**config.mk**
```make
export PLATFORM = sky130hd
export DESIGN_NAME = substring_occurrence_counter_flat
export DESIGN_NICKNAME = d
export VERILOG_FILES = /design/src/design/soc_pkg.sv /design/src/design/soc_in_if.sv /design/src/design/soc_out_if.sv /design/src/design/soc_cell.sv /design/src/design/substring_occurrence_counter.sv /design/src/flat_wrapper.sv
export SDC_FILE = /design/constraint.sdc
export NUM_CORES = 1
export LEC_CHECK = 0
export BUFFER_PORTS_ARGS = -buffer_cell sky130_fd_sc_hd__buf_2
export CAP_MARGIN = 20
export CORE_ASPECT_RATIO = 1.4
export CORE_MARGIN = 4
export CORE_UTILIZATION = 34
export DETAILED_ROUTE_END_ITERATION = 10
export PLACE_DENSITY = 0.47
export SLEW_MARGIN = 20
export SYNTH_ARGS = -nofsm -noshare
export SYNTH_HDL_FRONTEND = slang
export SYNTH_SLANG_ARGS = --single-unit
```
**constraint.sdc**
```tcl
create_clock -name clk -period 17.65 [get_ports clk]
set_input_delay 3.53 -clock clk [delete_from_list [all_inputs] [get_ports clk]]
set_output_delay 3.53 -clock clk [all_outputs]
set_load 0.1 [all_outputs]
```
**src/design/soc_pkg.sv**
```systemverilog
`default_nettype none

package soc_pkg;

	localparam int PATTERN_MAX = 64;
	localparam int COUNT_MAX   = 1024;
	localparam int CNT_W       = $clog2(COUNT_MAX + 1);
	localparam int ACT_W       = 2;
	localparam int CHAR_W      = 8;

	typedef enum logic [ACT_W-1:0] {
		ACT_CLEAR   = 2'd0,
		ACT_PATTERN = 2'd1,
		ACT_TEXT    = 2'd2
	} action_t;

	// Strobes broadcast to every cell of the row.
	typedef struct packed {
		logic clear;
		logic push_pat;
		logic push_text;
	} cell_ctl_t;

endpackage

`default_nettype wire

```
**src/design/soc_in_if.sv**
```systemverilog
`default_nettype none

interface soc_in_if;
	logic                       valid;
	logic                       ready;
	logic [soc_pkg::ACT_W-1:0]  action;
	logic [soc_pkg::CHAR_W-1:0] char_value;

	modport source (output valid, action, char_value, input ready);
	modport sink (input valid, action, char_value, output ready);
endinterface

`default_nettype wire

```
**src/design/soc_out_if.sv**
```systemverilog
`default_nettype none

interface soc_out_if;
	logic                      valid;
	logic                      ready;
	logic                      match_end;
	logic [soc_pkg::CNT_W-1:0] match_count;
	logic                      pattern_overflow;

	modport source (output valid, match_end, match_count, pattern_overflow, input ready);
	modport sink (input valid, match_end, match_count, pattern_overflow, output ready);
endinterface

`default_nettype wire

```
**src/design/soc_cell.sv**
```systemverilog
`default_nettype none

// One window position: holds a pattern byte (newest byte in cell 0) and a
// text byte, and compares the text byte arriving from its left neighbor.
module soc_cell (
	input  logic                       clk,
	input  logic                       arst_n,
	input  soc_pkg::cell_ctl_t         ctl,
	input  logic [soc_pkg::CHAR_W-1:0] pat_in,
	input  logic                       occ_in,
	input  logic [soc_pkg::CHAR_W-1:0] text_in,
	input  logic                       text_vld_in,
	output logic [soc_pkg::CHAR_W-1:0] pat_q,
	output logic                       occ_q,
	output logic [soc_pkg::CHAR_W-1:0] text_q,
	output logic                       text_vld_q,
	output logic                       ok
);

	// An empty cell never blocks a match; an occupied one needs a seen, equal byte.
	assign ok = !occ_q || (text_vld_in && (pat_q == text_in));

	always_ff @(posedge clk or negedge arst_n) begin
		if (!arst_n) begin
			occ_q      <= 1'b0;
			text_vld_q <= 1'b0;
		end else if (ctl.clear) begin
			occ_q      <= 1'b0;
			text_vld_q <= 1'b0;
		end else begin
			if (ctl.push_pat) begin
				occ_q <= occ_in;
			end
			if (ctl.push_text) begin
				text_vld_q <= text_vld_in;
			end
		end
	end

	always_ff @(posedge clk) begin
		if (ctl.push_pat) begin
			pat_q <= pat_in;
		end
		if (ctl.push_text) begin
			text_q <= text_in;
		end
	end

endmodule

`default_nettype wire

```
**src/design/substring_occurrence_counter.sv**
```systemverilog
`default_nettype none

// Counts occurrences of a loaded pattern (up to 64 bytes) in a byte stream,
// overlapping ones included. One command is taken every cycle and its result
// appears in the output register on the next cycle; a new command enters in the
// same cycle that the held result is taken, and input stalls while the sink
// holds a result back. A row of 64 cells holds the
// pattern, newest byte first, next to the last text bytes; all cells compare
// in the same cycle and their verdicts are ANDed into the match flag, so the
// compare across the row plus the 11-bit count update set the cycle time.
// Clear empties pattern, text window, count and overflow flag at once.
module substring_occurrence_counter (
	input  logic       clk,
	input  logic       arst_n,
	soc_in_if.sink     cmd,
	soc_out_if.source  res
);

	localparam int N = soc_pkg::PATTERN_MAX;

	soc_pkg::cell_ctl_t          ctl;
	logic                        in_fire;
	logic                        hit;
	logic                        full;
	logic                        set_ovf;
	logic [N-1:0]                ok_vec;
	logic [N-1:0]                occ_vec;
	logic [N-1:0]                tv_vec;
	logic [soc_pkg::CHAR_W-1:0]  pat_arr  [N];
	logic [soc_pkg::CHAR_W-1:0]  text_arr [N];
	logic                        out_vld_q;
	logic                        match_end_q;
	logic [soc_pkg::CNT_W-1:0]   cnt_q;
	logic                        ovf_q;

	assign cmd.ready = !out_vld_q || res.ready;
	assign in_fire   = cmd.valid && cmd.ready;
	assign full      = occ_vec[N-1];

	always_comb begin
		ctl     = '0;
		set_ovf = 1'b0;
		if (in_fire) begin
			case (cmd.action)
				soc_pkg::ACT_CLEAR: begin
					ctl.clear = 1'b1;
				end
				soc_pkg::ACT_PATTERN: begin
					// drop bytes beyond capacity
					ctl.push_pat = !full;
					set_ovf      = full;
				end
				soc_pkg::ACT_TEXT: begin
					ctl.push_text = 1'b1;
				end
				default: begin
				end
			endcase
		end
	end

	for (genvar g = 0; g < N; g++) begin : g_cell
		logic [soc_pkg::CHAR_W-1:0] pat_in;
		logic                       occ_in;
		logic [soc_pkg::CHAR_W-1:0] text_in;
		logic                       text_vld_in;

		if (g == 0) begin : g_head
			assign pat_in      = cmd.char_value;
			assign occ_in      = 1'b1;
			assign text_in     = cmd.char_value;
			assign text_vld_in = 1'b1;
		end else begin : g_link
			assign pat_in      = pat_arr[g-1];
			assign occ_in      = occ_vec[g-1];
			assign text_in     = text_arr[g-1];
			assign text_vld_in = tv_vec[g-1];
		end

		soc_cell u_cell (
			.clk         (clk),
			.arst_n      (arst_n),
			.ctl         (ctl),
			.pat_in      (pat_in),
			.occ_in      (occ_in),
			.text_in     (text_in),
			.text_vld_in (text_vld_in),
			.pat_q       (pat_arr[g]),
			.occ_q       (occ_vec[g]),
			.text_q      (text_arr[g]),
			.text_vld_q  (tv_vec[g]),
			.ok          (ok_vec[g])
		);
	end

	assign hit = ctl.push_text && occ_vec[0] && (&ok_vec);

	always_ff @(posedge clk or negedge arst_n) begin
		if (!arst_n) begin
			cnt_q <= '0;
			ovf_q <= 1'b0;
		end else if (ctl.clear) begin
			cnt_q <= '0;
			ovf_q <= 1'b0;
		end else begin
			if (hit && (cnt_q < soc_pkg::CNT_W'(soc_pkg::COUNT_MAX))) begin
				cnt_q <= cnt_q + soc_pkg::CNT_W'(1);
			end
			if (set_ovf) begin
				ovf_q <= 1'b1;
			end
		end
	end

	always_ff @(posedge clk or negedge arst_n) begin
		if (!arst_n) begin
			out_vld_q <= 1'b0;
		end else if (in_fire) begin
			out_vld_q <= 1'b1;
		end else if (res.ready) begin
			out_vld_q <= 1'b0;
		end
	end

	always_ff @(posedge clk) begin
		if (in_fire) begin
			match_end_q <= hit;
		end
	end

	// Count and flag change only on an accept, so they hold while the result stalls.
	assign res.valid            = out_vld_q;
	assign res.match_end        = match_end_q;
	assign res.match_count      = cnt_q;
	assign res.pattern_overflow = ovf_q;

	a_occ_thermo: assert property (@(posedge clk) disable iff (!arst_n)
		((occ_vec >> 1) & ~occ_vec) == '0)
		else $error("pattern occupancy not contiguous");

	a_tv_thermo: assert property (@(posedge clk) disable iff (!arst_n)
		((tv_vec >> 1) & ~tv_vec) == '0)
		else $error("text window valid bits not contiguous");

	a_cnt_bound: assert property (@(posedge clk) disable iff (!arst_n)
		cnt_q <= soc_pkg::CNT_W'(soc_pkg::COUNT_MAX))
		else $error("count above saturation limit");

	a_clear: assert property (@(posedge clk) disable iff (!arst_n)
		ctl.clear |=> (occ_vec == '0) && (tv_vec == '0) && (cnt_q == '0) && !ovf_q)
		else $error("clear left state behind");

	a_hit_count: assert property (@(posedge clk) disable iff (!arst_n)
		hit |=> (cnt_q == $past(cnt_q) + soc_pkg::CNT_W'(1)) ||
			(cnt_q == soc_pkg::CNT_W'(soc_pkg::COUNT_MAX)))
		else $error("match not counted");

endmodule

`default_nettype wire
```
**src/flat_wrapper.sv**
```systemverilog
// flat-port wrapper written by rule: the top's interface ports become plain ports
module substring_occurrence_counter_flat 
  (clk, arst_n, cmd_valid, cmd_action, cmd_char_value, cmd_ready, res_valid, res_match_end, res_match_count, res_pattern_overflow, res_ready);
  soc_in_if cmd_i ();
  soc_out_if res_i ();
  input  logic clk;
  input  logic arst_n;
  input wire logic [$bits(cmd_i.valid)-1:0] cmd_valid;
  input wire logic [$bits(cmd_i.action)-1:0] cmd_action;
  input wire logic [$bits(cmd_i.char_value)-1:0] cmd_char_value;
  output wire logic [$bits(cmd_i.ready)-1:0] cmd_ready;
  output wire logic [$bits(res_i.valid)-1:0] res_valid;
  output wire logic [$bits(res_i.match_end)-1:0] res_match_end;
  output wire logic [$bits(res_i.match_count)-1:0] res_match_count;
  output wire logic [$bits(res_i.pattern_overflow)-1:0] res_pattern_overflow;
  input wire logic [$bits(res_i.ready)-1:0] res_ready;
  assign cmd_i.valid = cmd_valid;
  assign cmd_i.action = cmd_action;
  assign cmd_i.char_value = cmd_char_value;
  assign cmd_ready = cmd_i.ready;
  assign res_valid = res_i.valid;
  assign res_match_end = res_i.match_end;
  assign res_match_count = res_i.match_count;
  assign res_pattern_overflow = res_i.pattern_overflow;
  assign res_i.ready = res_ready;
  substring_occurrence_counter u_core (.clk(clk), .arst_n(arst_n), .cmd(cmd_i), .res(res_i));
endmodule
```
Yosys cells after proc, flatten, opt, wreduce, memory -nomap -nowiden. Cells that the tools add are included.

Output and inout port bits: 15. Register bits: 1157. Input bits: 14. Logic and storage cells: 796.

Muxes and demuxes: 266. Reductions and logical operators: 204. Magnitude comparators: 1. Eq/ne operators: 66. Add/subtract/negate cells: 1.

Operator list (count): 8-bit equality test (64); 1-bit two-way mux (263); 1-bit logical AND (67); 1-bit zero test (65); 1-bit logical OR (65); 64-bit AND reduction (1); 11-bit two-way mux (2); 11-bit by 1-bit adder with 11-bit output (second input constant) (1); 11-bit < comparator (second input constant) (1); 2-bit nonzero test (5); 3-bit two-way mux (1); 2-bit by 1-bit equality test with 1-bit output (second input constant) (1); 2-bit equality test (second input constant) (1); 2-bit zero test (1).

Depth between registers and ports, before layout. Gate-level depths: netlist of the first run.

Depth after elaboration: 9. Mapped depth: 9. Mapped depth without buffers: 8.

By module. From an unflattened synthesis of the first run, not the netlist that was laid out.

Cell total of the unflattened synthesis: 2281. Area, all modules: 42892.4 um^2.

Modules (own cells, without submodules): soc_cell (instances 64, sequential area each 530.5 um^2, area an instance 655.6 um^2, cells each 34); substring_occurrence_counter (instances 1, sequential area each 355.3 um^2, area an instance 932.1 um^2, cells each 105).

Worst setup path before layout of the first run. Ideal clock, no wire load.

Kind: input port to flip-flop. Start point: input res_ready. End point: register u_core.g_cell[26].u_cell.occ_q. Stages: 5. Setup slack: -2.785 ns. Data arrival time: 20.312 ns. Required time: 17.527 ns. Path buffers: 1. Cell sequence: nand2b_1 nand2_1 nor4_1 clkbuf_1 a22o_1.

RTL lines: from (decl) (RTL line flat_wrapper.sv:16) `input wire logic [$bits(res_i.ready)-1:0] res_ready;`; to (signal assigned) (RTL line soc_cell.sv:32) `occ_q <= occ_in;`; to (decl) (RTL line soc_cell.sv:14) `output logic occ_q,`.

==> results by stage, run 1 <==
Yosys:
- In the synthesized netlist the async set-or-reset flop fraction comes to 12.1%.
- The count of flip-flops with a built-in enable after synthesis is 1017.
- Among all flip-flop cells after synthesis, the most frequent one is sky130_fd_sc_hd__edfxtp_1.
- The post-synthesis cell type count is 35.
- Synthesis produced a netlist with a net count of 2296.
- The average instance area after synthesis is 18.4 sq um.
- The Yosys step of the flow raised 0 warnings.
- After technology mapping, the gate count stands at 2281.
- The synthesized design contains 1157 register bits.
- The share of the yosys chip area belonging to registers is 81.1%.
- The area of the mapped netlist is 0.0420 sq mm.

CTS:
- The TritonCTS clock tree is built.
- The insertion delay of the later-clocked pin in the worst-skew pair is 0.70 ns.
- Gates resized during post-CTS repair numbered 0.
- The number of buffers inserted during clock tree synthesis is 112.
- For this design, the sink count on the clock tree is 1157.
- The tree is rooted in a sky130_fd_sc_hd__clkbuf_16.
- In this run the number of H-tree levels came out at 3.
- The buffer depth of the longest clock path is 3.
- The number of buffers inserted by hold repair at cts is 0.
- The register clock-pin slew on the reported worst setup and hold paths is 0.06 ns.
- Post-CTS timing repair inserted 0 buffers for setup.

Timing:
- For the pin with the worst max-slew slack, the measured transition is 1.08 ns.
- The part of the cycle the worst path needs is 44.1%.
- Setup repair after global routing left no endpoint under its margin.
- The final number of max-transition violations is 0.
- The worst clock skew on the final layout is 0.0176 ns.
- Setup violations remaining at the end of the flow were counted as 0.
- The worst pin sits at a relative slew slack of 28.3%.
- The setup TNS is 0 ns.
- The number of hold violations in the final report came to 0.
- The minimum clock period is 7.79 ns.
- The highest achievable clock rate is 128 MHz.

Placed design:
- The HPWL after detailed placement is 54.3 mm.
- The routability-driven placement congestion ratio is 0.766.
- In this run the cell area measured after placement is 0.0442 sq mm.
- Port buffering added 28 buffers.
- The cell count after placement is 3908.

Die:
- Measured along the y axis, the die boundary spans 424 microns.
- In this run the count of I/O pins placed on the die edge is 29.
- In this run the core area contains 152 standard-cell rows.
- The chip width is 305 microns.
- The core region area is 0.123 sq mm.
- The full die area is 0.129 sq mm.
- The starting utilization of the core area is 34.2%.

Hold path:
- The startpoint identified for the worst hold timing path is u_core.g_cell[31].u_cell.pat_q[1].
- The number of instances on the worst hold path is 0.
- The class of the most critical hold timing path is reg2reg.
- The worst hold path terminates at u_core.g_cell[32].u_cell.pat_q[1].

Route:
- The first detailed-routing pass ran for 5 iterations.
- The detail route stage leaves a number of antenna-violating nets equal to 0.
- Wires add up to 86.2 mm.
- The final routed DRC violation total is 0.
- The via density per instance is 4.71.
- For this block, the via count after detailed routing is 19389.
- The violation count after the first detailed-routing iteration is 1492.
- The wire length per cell is 21.0 microns.

Worst setup path:
- The worst reg2reg path depth is 6.
- The cell family contributing the most delay on the critical path is buffers and inverters.
- The highest-delay cell along the critical path is sky130_fd_sc_hd__buf_4.
- The worst path buffer plus inverter count is 6.
- The worst setup path is of the in2reg kind.
- Data on the critical path arrives at its endpoint at 8.10 ns.
- In this run the critical register-to-register path is captured at u_core.g_cell[60].u_cell.text_q[0].
- The source of the worst register-to-register timing path is u_core.res.valid.
- The startpoint type of the worst setup path is an input port.
- The setup check on the worst reg-to-reg path leaves a slack of 13.08 ns.
- For this run, the slowest stage of the critical path takes 0.82 ns.
- The critical path capture point type is a flop.
- STA puts the critical path data required time at 17.96 ns.
- The signal on the critical path passes through buf_2 > buf_4 > nand4_1 > inv_8 > buf_12 > buf_12 > buf_4.
- The maximum fanout count along the critical path is 161.

Outcome:
- The run finished with clean final reports.

GRT:
- The initial antenna violation count is 1.
- The met3 capacity usage during global routing is 2.22%.
- The layer flagged by global routing as most heavily used is met2.
- The via count of the first global-routing pass was 20667.
- The met1 layer usage reported by global route is 15.0%.
- The largest net degree at the start of global routing is 165.
- The global routing met2 resource utilization is 24.5%.
- Global routing used 13.2% of the available tracks across all layers.
- The first global-routing pass estimated 129 mm of wire.
- Summed over all layers, the global routing overflow is 0.

Power:
- Power comes to 5510 uW.
- Summed over all cells, the static leakage comes to 0.0157 uW.
- The worst IR drop on VDD is 76.9 uV.
- The total power density per cell area is 115 mW/mm^2.

Finish:
- 0 antenna diodes ended up in the layout.
- The net count of the finished layout is 2420.
- In the final layout, the share of cells above drive strength 1 is 8.49%.
- With fillers left out, the area of the finished cells amounts to 0.0478 sq mm.
- The area growth from synthesis to layout is 13.8%.
- The number of fillers in the final layout is 11169.
- Leaving out filler cells and counting taps, the final layout contains 4115.

Job:
- The number of violations of the max-capacitance limit is 0.
==> area by class of cell <==
cell class,count,area (sq um),area share (%)
multi-input cells,1086,7790,16.3
well taps,1617,2020,4.23
flip-flops and latches,1157,34000,71.3
clock inverters,61,518,1.08
inverters,4,22.5,0.0471
repair buffers,44,308,0.644
clock buffers,146,3060,6.41
==> report_power, final <==
part	total [uW]	internal (uW)	switching [uW]
combinational	121	35.1	85.8
clock	2320	1310	1010
sequential	3060	3020	38.0
total	5510	4370	1140
==> worst max-delay path by stage <==
stage	start	to	depth (start not counted)
after detailed placement	cmd_action[1]	u_core.g_cell[61].u_cell.text_q[0]	7
after floorplan	res_ready	u_core.g_cell[0].u_cell.text_q[0]	3
final	cmd_action[1]	u_core.g_cell[60].u_cell.text_q[0]	7
after global placement	cmd_action[1]	u_core.g_cell[60].u_cell.text_q[0]	7
after global routing	cmd_action[1]	u_core.g_cell[61].u_cell.text_q[6]	7
after CTS	cmd_action[1]	u_core.g_cell[62].u_cell.text_q[5]	7
==> layout by cell type, fill, tap and decap left out, types with 39 or more instances in the layout <==
master,count
sky130_fd_sc_hd__nand2_1,178
sky130_fd_sc_hd__xor2_1,167
sky130_fd_sc_hd__o31ai_1,39
sky130_fd_sc_hd__nand3_1,110
sky130_fd_sc_hd__dfrtp_1,140
sky130_fd_sc_hd__a22o_1,64
sky130_fd_sc_hd__clkbuf_16,115
sky130_fd_sc_hd__xnor2_1,353
sky130_fd_sc_hd__edfxtp_1,1017
sky130_fd_sc_hd__nand4_1,73
==> per-layer routing <==
layer	wire length (microns)	up-vias
li1	-	8824
met1	33300	10105
met2	46800	323
met3	3500	137
met4	2700	0
met5	0	-
==> state kept, by name (all words and copies together) (netlist names) <==
register                         flops
u_core.g_cell.u_cell.pat_q         512
u_core.g_cell.u_cell.occ_q          64
u_core.res.valid                     1
u_core.g_cell.u_cell.text_q        504
u_core.res.pattern_overflow          1
u_core.g_cell.u_cell.text_vld_q     63
u_core.res.match_count              11
u_core.res.match_end                 1
==> stage by stage <==
step	utilization, %	hold slack (ns)	setup WS (ns)
after floorplan	-	0.438	2.42
after global placement	36.0	0.448	9.07
after detailed placement	36.0	0.454	9.02
after CTS	38.9	0.452	9.79
after global routing	38.9	0.466	9.45
final	38.9	0.461	9.86
==> synthesized netlist by cell type, types with 9 or more instances <==
| master | n | area (sq um) |
|---|---|---|
| sky130_fd_sc_hd__a22o_1 | 64 | 561 |
| sky130_fd_sc_hd__a22oi_1 | 9 | 67.6 |
| sky130_fd_sc_hd__clkbuf_1 | 29 | 109 |
| sky130_fd_sc_hd__dfrtp_1 | 140 | 3500 |
| sky130_fd_sc_hd__edfxtp_1 | 1017 | 30500 |
| sky130_fd_sc_hd__mux2i_1 | 10 | 100 |
| sky130_fd_sc_hd__nand2_1 | 179 | 672 |
| sky130_fd_sc_hd__nand3_1 | 110 | 551 |
| sky130_fd_sc_hd__nand4_1 | 73 | 457 |
| sky130_fd_sc_hd__nor2_1 | 9 | 33.8 |
| sky130_fd_sc_hd__nor3_1 | 24 | 120 |
| sky130_fd_sc_hd__nor4_1 | 28 | 175 |
| sky130_fd_sc_hd__o31ai_1 | 39 | 293 |
| sky130_fd_sc_hd__xnor2_1 | 353 | 3090 |
| sky130_fd_sc_hd__xor2_1 | 167 | 1460 |
==> logic make-up (layout without fill, tap and decap cells) <==
family          after synthesis  in the layout  synth area share (%)
fa+ha+maj                     1              1                0.0298
xor+xnor                    520            520                  10.9
compound gates              118            118                  2.31
buf+inv                      38            255                 0.361
flops                      1157           1157                  81.1
simple gates                437            437                  5.09
mux                          10             10                 0.239
(Power assumes the default switching activity.)
==> inputs of run 2 (changes only) <==
--- a/config.mk
+++ b/config.mk
@@ -11,7 +11,7 @@
 export CORE_MARGIN = 4
 export CORE_UTILIZATION = 34
 export DETAILED_ROUTE_END_ITERATION = 10
-export PLACE_DENSITY = 0.47
+export PLACE_DENSITY = 0.49
 export SLEW_MARGIN = 20
 export SYNTH_ARGS = -nofsm -noshare
 export SYNTH_HDL_FRONTEND = slang
==> constraint.sdc (replaced) <==
create_clock -name clk -period 6.75 [get_ports clk]
set_input_delay 1.35 -clock clk [delete_from_list [all_inputs] [get_ports clk]]
set_output_delay 1.35 -clock clk [all_outputs]
set_load 0.1 [all_outputs]
==> results by stage, run 2 (synthesis results as in run 1) <==
Power:
- The total power density per cell area came to 306 mW/mm^2 (+170%).
- The net switching share of the total power is 20.3% (-0.31 points).
- The internal cell power was 11700 uW (+170%).
- The share of power burned in the clock network is 43.3% (+1.1 points).
- The combinational group share of total power came to 2.1% (about the same).
- The sequential share of power is 54.6% (-1.0 points).
- The net switching power is 2980 uW (+160%).
- The leakage power of the design is 0.0158 uW (+0.72%).
- The worst IR drop on VDD was 215 uV (+180%).

Finish:
- The fraction of final layout cells sized beyond drive strength 1 is 8.78% (+0.30 points).
- The library cell used most frequently in the layout, excluding fill and tap cells, is sky130_fd_sc_hd__edfxtp_1.
- The largest registers in the layout are u_core.g_cell.u_cell.pat_q (512), u_core.g_cell.u_cell.text_q (504), u_core.g_cell.u_cell.occ_q (64).
- The number of flip-flops in the largest register was 512 (unchanged).
- The final cell count without fillers is 4122 (+0.17%).
- In the layout the commonest cells are 1017 x sky130_fd_sc_hd__edfxtp_1, 353 x sky130_fd_sc_hd__xnor2_1, 178 x sky130_fd_sc_hd__nand2_1.
- The number of fillers in the final layout was 11172 (+0.027%).
- The antenna diode instance count came to 0 (unchanged).
- The net count of the finished layout is 2422 (+0.083%).
- The register with the most flip-flops in the final layout is u_core.g_cell.u_cell.pat_q.
- The area growth from synthesis to layout is 14.4%.

Worst setup path:
- The source of the worst register-to-register timing path is u_core.res.valid.
- The maximum fanout count along the critical path is 150 (-6.8%).
- The worst endpoint data arrival time is 4.37 ns (-3.73 ns).
- The startpoint type of the worst setup path is an input port.
- The worst reg2reg path depth is 6 (unchanged).
- The required time at the worst-slack endpoint is 7.03 ns (-10.93 ns).
- The worst-case register-to-register setup slack was 3.08 ns (-10.00 ns).
- STA classifies the critical path endpoint as a flop.
- The endpoint identified for the worst register-to-register timing path is u_core.g_cell[39].u_cell.text_q[1].
- The startpoint-to-endpoint class of the critical path is in2reg.

GRT:
- The combined global-route utilization of all metal layers is 12.9% (-0.25 points).
- The global route total overflow is 0 (unchanged).
- The via count of the first global-routing pass came to 20418 (-1.2%).
- The initial antenna violation count is 0 (-1).
- The largest net degree at the start of global routing is 165 (unchanged).
- The global-route wire length before repair is 126 mm (-1.6%).

Route:
- The via density per instance is 4.69 (-0.44%).
- The final routed DRC violation total is 0 (unchanged).
- The wire length reported by the detailed router was 84.7 mm (-1.8%).
- The violation count after the first detailed-routing iteration is 1452 (-2.7%).
- The wire length per cell is 20.5 microns (-2.0%).
- The number of vias after detailed routing came to 19336 (-0.27%).
- The count of antenna-violating nets left after detailed routing is 0 (unchanged).
- The first-pass iteration count of the detailed router is 5 (unchanged).

Die:
- The height of the chip came to 424 microns (unchanged).
- The standard-cell row count is 152 (unchanged).
- The full die area is 0.129 sq mm (unchanged).
- The starting utilization of the core area is 34.2% (unchanged).
- The chip width is 305 microns (unchanged).
- The core region area is 0.123 sq mm (unchanged).
- The I/O pin count came to 29 (unchanged).

CTS:
- The post-cts resize count is 0 (unchanged).
- The number of H-tree branching levels is 3 (unchanged).
- The register clock-pin slew on the reported worst setup and hold paths is 0.06 ns (about the same).
- The setup fix buffers added after clock tree synthesis is 0 (unchanged).
- The TritonCTS clock tree is built.
- The number of buffers inserted by hold repair at cts came to 0 (unchanged).
- The buffer depth of the longest clock path came to 3 (unchanged).
- The clock sink count is 1157 (unchanged).
- The tree is rooted in a sky130_fd_sc_hd__clkbuf_16.
- The number of buffers inserted during clock tree synthesis came to 112 (unchanged).
- The insertion delay of the later-clocked pin in the worst-skew pair is 0.71 ns (about the same).

Timing:
- The worst clock skew on the final layout is 0.0665 ns (+0.0489 ns).
- The number of hold violations in the final report is 0 (unchanged).
- The final number of max-transition violations was 0 (unchanged).
- The relative slew slack is 26.8% (-1.5 points).
- The post-route worst setup slack came to 2.65 ns (-7.21 ns).
- Setup repair after global routing left no endpoint under its margin.
- The minimum clock period is 4.10 ns.
- The final critical path takes up 60.7% of the cycle.
- The setup violation total in the final timing report was 0 (unchanged).
- Derived from the worst setup path, the maximum achievable clock frequency is 244 MHz.
- The transition time at the pin with the least slew margin is 1.10 ns (+0.0230 ns).

Outcome:
- The run finished with clean final reports.

Placed design:
- The number of port buffers is 28 (unchanged).
- The routability-driven placement congestion ratio was 0.770 (+0.63%).
- The cell count after placement is 3910 (+0.051%).
- The worst setup slack after placement came to 1.84 ns (-7.18 ns).
- The HPWL after detailed placement is 53.7 mm (-1.1%).

Hold path:
- In this run the worst hold path is classified as reg2reg.
- In this run the most critical hold path is launched from u_core.g_cell[41].u_cell.pat_q[1].
- The hold-critical path endpoint is u_core.g_cell[42].u_cell.pat_q[1].
- The number of instances on the worst hold path is 0 (unchanged).

Job:
- The number of violations of the max-capacitance limit came to 0 (unchanged).
## run 2: power by group through the flow
stage | clock (uW) | sequential (uW) | combinational, uW
6_report | 6350 | 8010 | 313
5_1_grt | 6850 | 8020 | 347
4_1_cts | 6540 | 8010 | 327
3_5_place_dp | 0 | 8160 | 326
3_3_place_gp | 0 | 8150 | 323
2_1_floorplan | 0 | 8170 | 198
## run 2: worst max-delay path, stage by stage
cell	delay (ns)
sky130_fd_sc_hd__buf_2	0.13
sky130_fd_sc_hd__inv_1	0.12
sky130_fd_sc_hd__nand4_1	0.26
sky130_fd_sc_hd__clkinvlp_4	0.19
sky130_fd_sc_hd__buf_12	0.54
sky130_fd_sc_hd__buf_4	0.75
sky130_fd_sc_hd__buf_4	0.91
## run 2: layout make-up
class	count	area [sq um]	area share, %
sequential	1157	34000	70.9
multi-input combinational	1086	7800	16.3
clock buffer	163	3170	6.60
tap	1617	2020	4.22
clock inverter	49	607	1.26
timing repair buffer	46	335	0.699
inverter	4	18.8	0.0391
## run 2: worst max-delay path by stage
| stage | start | endpoint | slack [ns] | cells after the start |
|---|---|---|---|---|
| 6_report | cmd_action[0] | u_core.g_cell[39].u_cell.text_q[1] | 2.65 | 7 |
| 5_1_grt | cmd_action[0] | u_core.g_cell[40].u_cell.text_q[0] | 2.37 | 7 |
| 4_1_cts | cmd_action[0] | u_core.g_cell[41].u_cell.text_q[0] | 2.55 | 7 |
| 3_5_place_dp | cmd_action[0] | u_core.g_cell[41].u_cell.text_q[7] | 1.84 | 7 |
| 3_3_place_gp | cmd_action[0] | u_core.g_cell[42].u_cell.text_q[0] | 1.89 | 7 |
| 2_1_floorplan | res_ready | u_core.g_cell[0].u_cell.text_q[0] | -3.17 | 3 |
## run 2: routing by layer
layer  wire (microns)  vias up  track usage [%]
li1                 -     8822                -
met1            33400    10052             15.2
met2            46000      359             23.9
met3             3370      103             2.20
met4             1850        0             4.16
met5                0        -                0
## run 2: metrics by stage
stage	power, uW	TNS (ns)	utilization [%]	area, sq um	hold slack [ns]
4_1_cts	14900	0	39.1	48000	0.409
3_5_place_dp	8480	0	36.0	44200	0.454
6_report	14700	0	39.1	48000	0.422
5_1_grt	15200	0	39.1	48000	0.421
2_1_floorplan	8360	-1597.98	-	42000	0.438
3_3_place_gp	8470	0	36.0	44200	0.448
